===== src/hdl/lexps_pkg.sv =====
// Types, codes and helpers shared by the leg exercise phase sequencer.
`default_nettype none
package lexps_pkg;

   // Request: one command with its timestamp and the limit switch levels.
   typedef struct packed {
      logic [1:0]  command;
      logic [31:0] now_ms;
      logic        top_switch;
      logic        bottom_switch;
   } req_type;

   // Result: the sequencer status after the command took effect.
   typedef struct packed {
      logic [2:0]  phase;
      logic [15:0] reps_done;
      logic [22:0] elapsed_seconds;
      logic [22:0] last_session_seconds;
      logic [15:0] last_session_reps;
      logic        started_flag;
      logic        stopped_flag;
   } rsp_type;

   // Status after the state update, still in milliseconds.
   typedef struct packed {
      logic [2:0]  phase;
      logic [15:0] reps_done;
      logic [31:0] elapsed_ms;
      logic [31:0] frozen_ms;
      logic [15:0] frozen_reps;
      logic        started_flag;
      logic        stopped_flag;
   } mid_type;

   localparam logic [2:0] PH_IDLE  = 3'd0;
   localparam logic [2:0] PH_LIFT  = 3'd1;
   localparam logic [2:0] PH_HOLD  = 3'd2;
   localparam logic [2:0] PH_LOWER = 3'd3;
   localparam logic [2:0] PH_REST  = 3'd4;
   localparam logic [2:0] PH_SAFE  = 3'd5;
   localparam logic [2:0] PH_FAULT = 3'd6;

   localparam logic [1:0] CMD_TICK  = 2'd0;
   localparam logic [1:0] CMD_START = 2'd1;
   localparam logic [1:0] CMD_STOP  = 2'd2;
   localparam logic [1:0] CMD_FAULT = 2'd3;

   localparam logic [1:0] REG_TRAVEL = 2'd0;
   localparam logic [1:0] REG_HOLD   = 2'd1;
   localparam logic [1:0] REG_REST   = 2'd2;

   localparam logic [31:0] TRAVEL_RESET = 32'd5000;
   localparam logic [31:0] HOLD_RESET   = 32'd2000;
   localparam logic [31:0] REST_RESET   = 32'd2000;

   localparam logic [15:0] REPS_MAX = 16'hFFFF;

   // ceil(2^38 / 1000): exact quotient by 1000 for every 32-bit value
   localparam logic [28:0] MS_DIV_MULT  = 29'd274877907;
   localparam int          MS_DIV_SHIFT = 38;

   function automatic logic [22:0] ms_to_sec(input logic [31:0] ms);
      logic [60:0] prod;
      prod = {29'd0, ms} * {32'd0, MS_DIV_MULT};
      return prod[MS_DIV_SHIFT +: 23];
   endfunction

endpackage
`default_nettype wire


===== src/hdl/leg_exercise_phase_sequencer_core.sv =====
// Leg exercise phase sequencer: input register, state update, divide stage, result register.
//
// Requests arrive on req_valid/req_ready with a command (tick, start, stop,
// force fault), a millisecond timestamp and the two limit switch levels.
// Every accepted request yields exactly one result on rsp_valid/rsp_ready:
// the phase, repetition count, elapsed and last-session seconds and the
// started/stopped flags, all taken after the command is applied.
// Three register stages: the request register, the state update into a
// status register, and the millisecond-to-second conversion (one 32x29
// multiply per field) into the result register. An accepted request moves
// through the status and result registers to rsp_valid; one request per
// cycle is sustained while rsp_ready stays high. When the receiver stalls,
// each stage holds and fills in turn, so up to three requests are absorbed
// before req_ready drops. Synchronous reset returns the sequencer to idle
// with all counts zero and the timing registers to 5000/2000/2000 ms. These
// sit on an APB-style port at byte addresses 0, 4 and 8; the user must
// write them only while no request is in flight, which the block does not enforce.
`default_nettype none
module leg_exercise_phase_sequencer_core (
   input  wire                 clock,
   input  wire                 reset,
   input  wire                 req_valid,
   output logic                req_ready,
   input  wire lexps_pkg::req_type req_data,
   output logic                rsp_valid,
   input  wire                 rsp_ready,
   output lexps_pkg::rsp_type  rsp_data,
   input  wire                 psel,
   input  wire                 penable,
   input  wire                 pwrite,
   input  wire  [3:0]          paddr,
   input  wire  [31:0]         pwdata,
   output logic [31:0]         prdata,
   output logic                pready
);
   import lexps_pkg::*;

   // configuration
   logic [31:0] travel_ff, travel_in;
   logic [31:0] hold_ff, hold_in;
   logic [31:0] rest_ff, rest_in;

   // pipeline
   logic    in_valid_ff, in_valid_in;
   req_type in_data_ff, in_data_in;
   logic    mid_valid_ff, mid_valid_in;
   mid_type mid_data_ff, mid_data_in;
   logic    out_valid_ff, out_valid_in;
   rsp_type out_data_ff, out_data_in;

   // sequencer state
   logic [2:0]  phase_ff, phase_in;
   logic [31:0] phase_start_ff, phase_start_in;
   logic [31:0] session_start_ff, session_start_in;
   logic [15:0] reps_ff, reps_in;
   logic [31:0] frozen_ms_ff, frozen_ms_in;
   logic [15:0] frozen_reps_ff, frozen_reps_in;

   logic        ready2, ready3, adv1, adv2, req_fire, cfg_write;
   logic        running, go, fin, start_evt, rep_inc;
   logic [2:0]  tgt, phase_new;
   logic [31:0] sess_diff, dt, session_start_new, frozen_ms_new;
   logic [15:0] reps_new, frozen_reps_new;

   // ---------------- handshake ----------------
   assign ready3    = !out_valid_ff || rsp_ready;
   assign adv2      = mid_valid_ff && ready3;
   assign ready2    = !mid_valid_ff || ready3;
   assign adv1      = in_valid_ff && ready2;
   assign req_ready = !in_valid_ff || ready2;
   assign req_fire  = req_valid && req_ready;

   assign in_valid_in  = req_fire || (in_valid_ff && !adv1);
   assign mid_valid_in = adv1 || (mid_valid_ff && !adv2);
   assign out_valid_in = adv2 || (out_valid_ff && !rsp_ready);
   assign in_data_in   = req_fire ? req_data : in_data_ff;

   assign rsp_valid = out_valid_ff;
   assign rsp_data  = out_data_ff;

   // ---------------- configuration port ----------------
   assign pready    = 1'b1;
   assign cfg_write = psel && penable && pwrite && pready;

   always_comb begin
      travel_in = travel_ff;
      hold_in   = hold_ff;
      rest_in   = rest_ff;
      if (cfg_write) begin
         unique case (paddr[3:2])
            REG_TRAVEL: travel_in = pwdata;
            REG_HOLD:   hold_in   = pwdata;
            REG_REST:   rest_in   = pwdata;
            default:    ;
         endcase
      end
   end

   always_comb begin
      unique case (paddr[3:2])
         REG_TRAVEL: prdata = travel_ff;
         REG_HOLD:   prdata = hold_ff;
         REG_REST:   prdata = rest_ff;
         default:    prdata = '0;
      endcase
   end

   // ---------------- phase sequencing ----------------
   assign running   = (phase_ff != PH_IDLE) && (phase_ff != PH_FAULT);
   assign sess_diff = in_data_ff.now_ms - session_start_ff;
   assign dt        = in_data_ff.now_ms - phase_start_ff;

   always_comb begin
      go        = 1'b0;
      fin       = 1'b0;   // session ends
      tgt       = phase_ff;
      start_evt = 1'b0;
      rep_inc   = 1'b0;
      unique case (in_data_ff.command)
         CMD_TICK: begin
            if (running && in_data_ff.top_switch && in_data_ff.bottom_switch) begin
               fin = 1'b1;
               tgt = PH_FAULT;
            end else begin
               unique case (phase_ff)
                  PH_LIFT: begin
                     if (in_data_ff.top_switch) begin
                        go  = 1'b1;
                        tgt = PH_HOLD;
                     end else if (dt >= travel_ff) begin
                        fin = 1'b1;
                        tgt = PH_FAULT;
                     end
                  end
                  PH_HOLD: begin
                     if (dt >= hold_ff) begin
                        go  = 1'b1;
                        tgt = PH_LOWER;
                     end
                  end
                  PH_LOWER: begin
                     if (in_data_ff.bottom_switch) begin
                        go  = 1'b1;
                        tgt = PH_REST;
                     end else if (dt >= travel_ff) begin
                        fin = 1'b1;
                        tgt = PH_FAULT;
                     end
                  end
                  PH_REST: begin
                     if (dt >= rest_ff) begin
                        go      = 1'b1;
                        tgt     = PH_LIFT;
                        rep_inc = 1'b1;
                     end
                  end
                  PH_SAFE: begin
                     if (in_data_ff.bottom_switch || dt >= travel_ff) begin
                        fin = 1'b1;
                        tgt = PH_IDLE;
                     end
                  end
                  default: ;
               endcase
            end
         end
         CMD_START: begin
            if (!running) begin
               start_evt = 1'b1;
               go        = 1'b1;
               tgt       = PH_LIFT;
            end
         end
         CMD_STOP: begin
            unique case (phase_ff) inside
               PH_LIFT, PH_HOLD, PH_LOWER: begin
                  go  = 1'b1;
                  tgt = PH_SAFE;
               end
               PH_REST: begin
                  fin = 1'b1;
                  tgt = PH_IDLE;
               end
               default: ;
            endcase
         end
         CMD_FAULT: begin
            if (running) begin
               fin = 1'b1;
               tgt = PH_FAULT;
            end
         end
         default: ;
      endcase
   end

   always_comb begin
      phase_new         = (go || fin) ? tgt : phase_ff;
      session_start_new = start_evt ? in_data_ff.now_ms : session_start_ff;
      if (start_evt) begin
         reps_new = '0;
      end else if (rep_inc && reps_ff != REPS_MAX) begin
         reps_new = reps_ff + 16'd1;
      end else begin
         reps_new = reps_ff;
      end
      // a session only ends from a running phase, so the elapsed time is sess_diff
      frozen_ms_new   = fin ? sess_diff : frozen_ms_ff;
      frozen_reps_new = fin ? reps_ff : frozen_reps_ff;

      phase_in         = adv1 ? phase_new : phase_ff;
      phase_start_in   = (adv1 && (go || fin)) ? in_data_ff.now_ms : phase_start_ff;
      session_start_in = adv1 ? session_start_new : session_start_ff;
      reps_in          = adv1 ? reps_new : reps_ff;
      frozen_ms_in     = adv1 ? frozen_ms_new : frozen_ms_ff;
      frozen_reps_in   = adv1 ? frozen_reps_new : frozen_reps_ff;
   end

   always_comb begin
      mid_data_in = mid_data_ff;
      if (adv1) begin
         mid_data_in.phase        = phase_new;
         mid_data_in.reps_done    = reps_new;
         mid_data_in.frozen_ms    = frozen_ms_new;
         mid_data_in.frozen_reps  = frozen_reps_new;
         mid_data_in.started_flag = start_evt;
         mid_data_in.stopped_flag = fin;
         if (phase_new == PH_IDLE) begin
            mid_data_in.elapsed_ms = '0;
         end else if (phase_new == PH_FAULT) begin
            mid_data_in.elapsed_ms = frozen_ms_new;
         end else begin
            mid_data_in.elapsed_ms = start_evt ? 32'd0 : sess_diff;
         end
      end
   end

   // ---------------- seconds conversion ----------------
   always_comb begin
      out_data_in = out_data_ff;
      if (adv2) begin
         out_data_in.phase                = mid_data_ff.phase;
         out_data_in.reps_done            = mid_data_ff.reps_done;
         out_data_in.elapsed_seconds      = ms_to_sec(mid_data_ff.elapsed_ms);
         out_data_in.last_session_seconds = ms_to_sec(mid_data_ff.frozen_ms);
         out_data_in.last_session_reps    = mid_data_ff.frozen_reps;
         out_data_in.started_flag         = mid_data_ff.started_flag;
         out_data_in.stopped_flag         = mid_data_ff.stopped_flag;
      end
   end

   // ---------------- registers ----------------
   always_ff @(posedge clock) begin
      if (reset) begin
         travel_ff        <= TRAVEL_RESET;
         hold_ff          <= HOLD_RESET;
         rest_ff          <= REST_RESET;
         in_valid_ff      <= 1'b0;
         mid_valid_ff     <= 1'b0;
         out_valid_ff     <= 1'b0;
         phase_ff         <= PH_IDLE;
         phase_start_ff   <= '0;
         session_start_ff <= '0;
         reps_ff          <= '0;
         frozen_ms_ff     <= '0;
         frozen_reps_ff   <= '0;
      end else begin
         travel_ff        <= travel_in;
         hold_ff          <= hold_in;
         rest_ff          <= rest_in;
         in_valid_ff      <= in_valid_in;
         mid_valid_ff     <= mid_valid_in;
         out_valid_ff     <= out_valid_in;
         phase_ff         <= phase_in;
         phase_start_ff   <= phase_start_in;
         session_start_ff <= session_start_in;
         reps_ff          <= reps_in;
         frozen_ms_ff     <= frozen_ms_in;
         frozen_reps_ff   <= frozen_reps_in;
      end
   end

   always_ff @(posedge clock) begin
      in_data_ff  <= in_data_in;
      mid_data_ff <= mid_data_in;
      out_data_ff <= out_data_in;
   end

endmodule
`default_nettype wire


===== config.mk =====
export PLATFORM = sky130hd
export DESIGN_NAME = leg_exercise_phase_sequencer_core
export DESIGN_NICKNAME = d
export VERILOG_FILES = /design/src/hdl/lexps_pkg.sv /design/src/hdl/leg_exercise_phase_sequencer_core.sv
export SDC_FILE = /design/constraint.sdc
export NUM_CORES = 2
export LEC_CHECK = 0
export BUFFER_PORTS_ARGS = -buffer_cell sky130_fd_sc_hd__buf_2
export CAP_MARGIN = 30
export CORE_MARGIN = 1.5
export CORE_UTILIZATION = 60
export CTS_CLUSTER_DIAMETER = 120
export CTS_CLUSTER_SIZE = 16
export DETAILED_ROUTE_END_ITERATION = 6
export GPL_TIMING_DRIVEN = 0
export PLACE_DENSITY = 0.85
export SYNTH_ARGS = -nofsm -noshare
export SYNTH_HDL_FRONTEND = slang
export SYNTH_SLANG_ARGS = --single-unit

===== constraint.sdc =====
create_clock -name clock -period 10.1 [get_ports clock]
set_input_delay 3.03 -clock clock [delete_from_list [all_inputs] [get_ports clock]]
set_output_delay 3.03 -clock clock [all_outputs]
set_load 0.02 [all_outputs]

# Word level (Yosys, flattened, before mapping)
# Cells that the tools add are included.
# totals
regBits,450
latchBits,0
mem_bits_rw,0
mem_bits_ro,0
output_inout_bits,118
elab_cells,129
memories,0
# op_classes
addsub,3
multipliers,2
n_div,0
n_lt_le_gt_ge,3
n_eq_ne,13
shifts,0
muxes,42
n_bitwise,0
n_reduce_logical,36
# ops
operator,count
$mul 32x29->61 const B,2
$ge 32x32->1,3
$mux 32,3
$pmux 32 s3,1
$sub 32x32->32,2
$mux 16,3
$mux 3,10
$mux 1,18
$add 16x1->16 const B,1
$ne 16x16->1 const B,1
$pmux 3 s5,1
$logic_and 1x1->1,13
$pmux 3 s4,1
$eq 3x3->1 const B,3
$pmux 1 s3,3
$logic_or 1x1->1,8
$reduce_and 2->1,4
$eq 2x2->1 const B,3
$eq 3x2->1 const B,2
$logic_not 1->1,6
$pmux 3 s2,1
$eq 2x1->1 const B,2
$logic_not 2->1,2
$pmux 1 s4,1
5 further kinds,5

# Depth between registers and ports, before layout
# logic_depth
word_depth,11
depth_mapped,31
mapped_depth_nobuf,28

# Worst setup path after synthesis
# No wires, ideal clock.
# synth_path
kind,in2out
startpoint,input paddr[2]
endpoint,output prdata[11]
t_arrival_ns,4.414
t_required_ns,7.070
path_slack_ns,2.656
path_stages,4
n_path_buf,2
path_cell_list,clkbuf_1 buf_1 mux2i_1 o21ai_0
# synth_via
elab_chain_len,2
elab_cells_between_ends,4
# synth_lines
element,line,source
from (decl),leg_exercise_phase_sequencer_core.sv:31,"input wire [3:0] paddr,"
"$eq 2x2->1, or another cell as far along",leg_exercise_phase_sequencer_core.sv:100,unique case (paddr[3:2])
$pmux 32 s3 *,leg_exercise_phase_sequencer_core.sv:100,
to (decl),leg_exercise_phase_sequencer_core.sv:33,"output logic [31:0] prdata,"
# Every way passes the cells marked *; elsewhere a longest branch is shown, timed or not.

# Worst setup path in the final report
# layout_path
startpoint,register mid_data_ff[64] in the netlist's numbering
endpoint,"register out_data_ff, in the netlist rsp_data[61] (data pin)"
# layout_via
elab_chain_len,1
# layout_lines
element,line,source
from (decl),leg_exercise_phase_sequencer_core.sv:47,"mid_type mid_data_ff, mid_data_in;"
from (signal assigned),leg_exercise_phase_sequencer_core.sv:285,mid_data_ff <= mid_data_in;
$mul 32x29->61,lexps_pkg.sv:64,"prod = {29'd0, ms} * {32'd0, MS_DIV_MULT};"
to (signal assigned),leg_exercise_phase_sequencer_core.sv:286,out_data_ff <= out_data_in;
to (decl),leg_exercise_phase_sequencer_core.sv:49,"rsp_type out_data_ff, out_data_in;"
# Every way passes these cells.
# A chain may end at the register's enable or synchronous reset.

==> qor.yml <==
die:
  rows: 106
  dieHeight_um: 294
  dieWidth_um: 294
  die_area_mm2: 0.0866
  initial_utilization: 0.608
  core_area_mm2: 0.0838
  io_pins: 197
global_route:
  grt_pass1_wl_mm: 203
  grt_usage: 0.297
  overflow: 0
  grt_pass1_vias: 39600
  grt_max_degree: 74
  antenna_found_initial: 3
route:
  postRouteAntennaNets: 0
  finalWirelength_mm: 125
  drt_iter0_markers: 2503
  drt_first_pass_iters: 6
  drc: 0
  viasPerCell: 5.62
  wl_per_cell_um: 18.8
  vias: 37300
critical_path:
  cp_top_family: "adder cells"
  cp-end-kind: "flop"
  worstPathArrival_ns: 8.78
  reg2reg_from: "mid_data_ff[64]"
  cp.buffers_inverters: 5
  crit_chain: "ha_1 > inv_1 > fa_1 > fa_1 > inv_1 > fa_1 > inv_1 > fa_1 > fa_1 > inv_1 > fa_1 > fa_1 > ha_1 > inv_1 > or2_1 > or4b_1 > o221ai_1 > o21bai_1 > a211oi_1 > o211ai_1 > o22ai_2 > a221o_1 > a21oi_1 > xnor2_1"
  rr_endpoint: "rsp_data[61]"
  rr_worst_depth: 24
  crit_required_ns: 10.45
  slowest_delay_ns: 0.78
  critPathLaunchType: "flop"
  regToRegSetupSlack_ns: 1.67
  slowest_stage: "edfxtp_1"
  cp_common_cell: "fa_1"
  critical_path_class: "reg -> reg"
  crit_fanout: 11
logic_synthesis:
  syn_inst: 5246
  yosysUniqueCellTypes: 83
  synth.yosys.warnings: 0
  async_reset_ff_frac: 0
  yosysTopAreaCell: "fa_1"
  synth.top_cell.area_share: 0.235
  syn-cell-area_mm2: 0.0509
  syn_avg_cell_area_um2: 9.71
  ys_seq_area_frac: 0.220
  synth_seq_cells: 450
  synthTopCellsByArea: "fa_1 (24%), ha_1 (23%), edfxtp_1 (13%)"
  synthFlopType: "dfxtp_1"
  yosysMostFrequentCell: "inv_1"
  synth_edf_count: 220
  syn_nets: 6858
  synthTopCellsByCount: "inv_1 (1,267), ha_1 (935), fa_1 (598)"
clocking:
  clk_latency_ns: 0.59
  ctsHoldBuffers: 0
  clock_path_buffers: 3
  h-tree-depth: 2
  post_cts_buffers: 0
  cts_made_buffers: 34
  cts_resized: 0
  path_clk_slew_ns: 0.08
  cts-root-buf: "clkbuf_16"
  clock-sinks: 450
  cts_tree: "yes"
min_path:
  hold_end: "rsp_data[9]"
  holdPathStages: 0
  hold_class: "reg -> reg"
  min-delay-start: "mid_data_ff[9]"
timing:
  finalSetupTns_ns: 0
  rsz0062_at_grt: "no"
  skew_ns: 0.0250
  worstMarginPinSlew_ns: 0.976
  max-slew-margin-rel: 0.348
  final-setup-viol-count: 0
  finalCritPeriodShare: 0.834
  hold_violations: 0
  slew_viol_final: 0
  fin_hold_ws_ns: 0.418
  min_period_ns: 8.43
  fmax_ghz: 0.119
job:
  drv_cap: 0
finish:
  drive_gt1_frac: 0.0551
  nFillCells: 6322
  seq_area_mm2: 0.0112
  fin_cells: 6637
  syn_to_final_growth_pct: 6.90
  multiInputGateArea_mm2: 0.0345
  fin_util: 0.650
  layout.nets: 7091
outcome:
  run_status: "complete, no violations"
placed_design:
  numPortBuffers: 191
  dp.cells: 6577
  gp_congestion: 0.961
  dpl.hpwl_mm: 102
-- metrics by stage --
stage,cell area (µm²),setup slack [ns]
2_1_floorplan,50900,2.66
3_3_place_gp,53300,1.04
5_1_grt,54400,1.38
6_report,54400,1.67
3_5_place_dp,53400,1.79
4_1_cts,54400,1.77
-- worst register-to-register path: cells and delay by family (launching register included) --
kind / cells / cell delay (ns)
flip-flops: 1 / 0.78
buffers and inverters: 5 / 0.30
AO/OA/AOI/OAI: 7 / 1.98
AND/OR/NAND/NOR: 2 / 0.78
adder cells (fa/ha/maj): 9 / 4.23
XOR/XNOR: 1 / 0.13
-- metal layers --
metal,part of all wire,global-route usage,up-vias
met5,0.00013,0,-
met4,0.053,0.146,2
met3,0.065,0.0397,364
met2,0.49,0.520,1374
met1,0.39,0.358,18100
li1,-,-,17400
-- state kept, by name (all words and copies together), names as in the netlist --
| signal | flops |
|---|---|
| mid_data_ff | 101 |
| rsp_data | 83 |
| in_data_ff | 36 |
| frozen_ms_ff | 32 |
| hold_ff | 32 |
| phase_start_ff | 32 |
| rest_ff | 32 |
| session_start_ff | 32 |
| travel_ff | 32 |
| frozen_reps_ff | 16 |
| reps_ff | 16 |
| phase_ff | 3 |
| in_valid_ff | 1 |
| mid_valid_ff | 1 |
| rsp_valid | 1 |
-- cells by family (layout without fill, tap and decap cells) --
kind of cell	Yosys count	count (layout)	synth area share
fa+ha+maj	1533	1533	0.465
buf+inv	1376	1632	0.102
simple gates	906	906	0.0781
compound gates	757	757	0.0933
flops	450	450	0.220
xor+xnor	114	114	0.0196
mux	109	109	0.0219
other cells	1	2	0.0000736
-- layout make-up --
type | count | area share
multi-input cells | 3420 | 0.634
flip-flops and latches | 450 | 0.206
inverters | 1271 | 0.0876
well taps | 1134 | 0.0261
repair buffers | 197 | 0.0195
clock buffers | 55 | 0.0176
plain buffers | 105 | 0.00802
clock inverters | 4 | 0.000781
diodes | 1 | 0.0000460
-- worst max-delay path by stage --
stage                     cells after the start       startpoint      endpoint  slack [ns]
final                                        24  mid_data_ff[64]  rsp_data[61]        1.67
after global placement                        3        rsp_ready  rsp_data[45]        1.04
after CTS                                    24  mid_data_ff[64]  rsp_data[61]        1.77
after detailed placement                     24  mid_data_ff[64]  rsp_data[61]        1.79
after global routing                         24  mid_data_ff[64]  rsp_data[62]        1.38
after floorplan                               4         paddr[2]    prdata[11]        2.66
-- cell usage in the layout (no fill, tap or decap), drive strengths merged, types with 5 or more instances in the layout --
master   count
a211o        6
a211oi      24
a21o       103
a21oi      300
a221oi       7
a31oi       19
a32o         7
and2        11
and3        16
buf        219
clkbuf     138
dfxtp      230
edfxtp     220
fa         598
ha         935
inv       1272
mux2        20
mux2i       89
nand2      439
nand2b      24
nand3       52
nand4       34
nor2       211
nor2b       28
nor3        53
nor3b        5
nor4         6
o211ai      34
o21a        27
o21ai      133
o21bai      19
o2bb2ai     20
o31ai        8
o41ai        5
or2          7
or3          9
xnor2       79
xor2        35
Power is left out: the tool's default activity adds up to more than one toggle a clock period on the data nets, which glitch-free logic cannot reach.
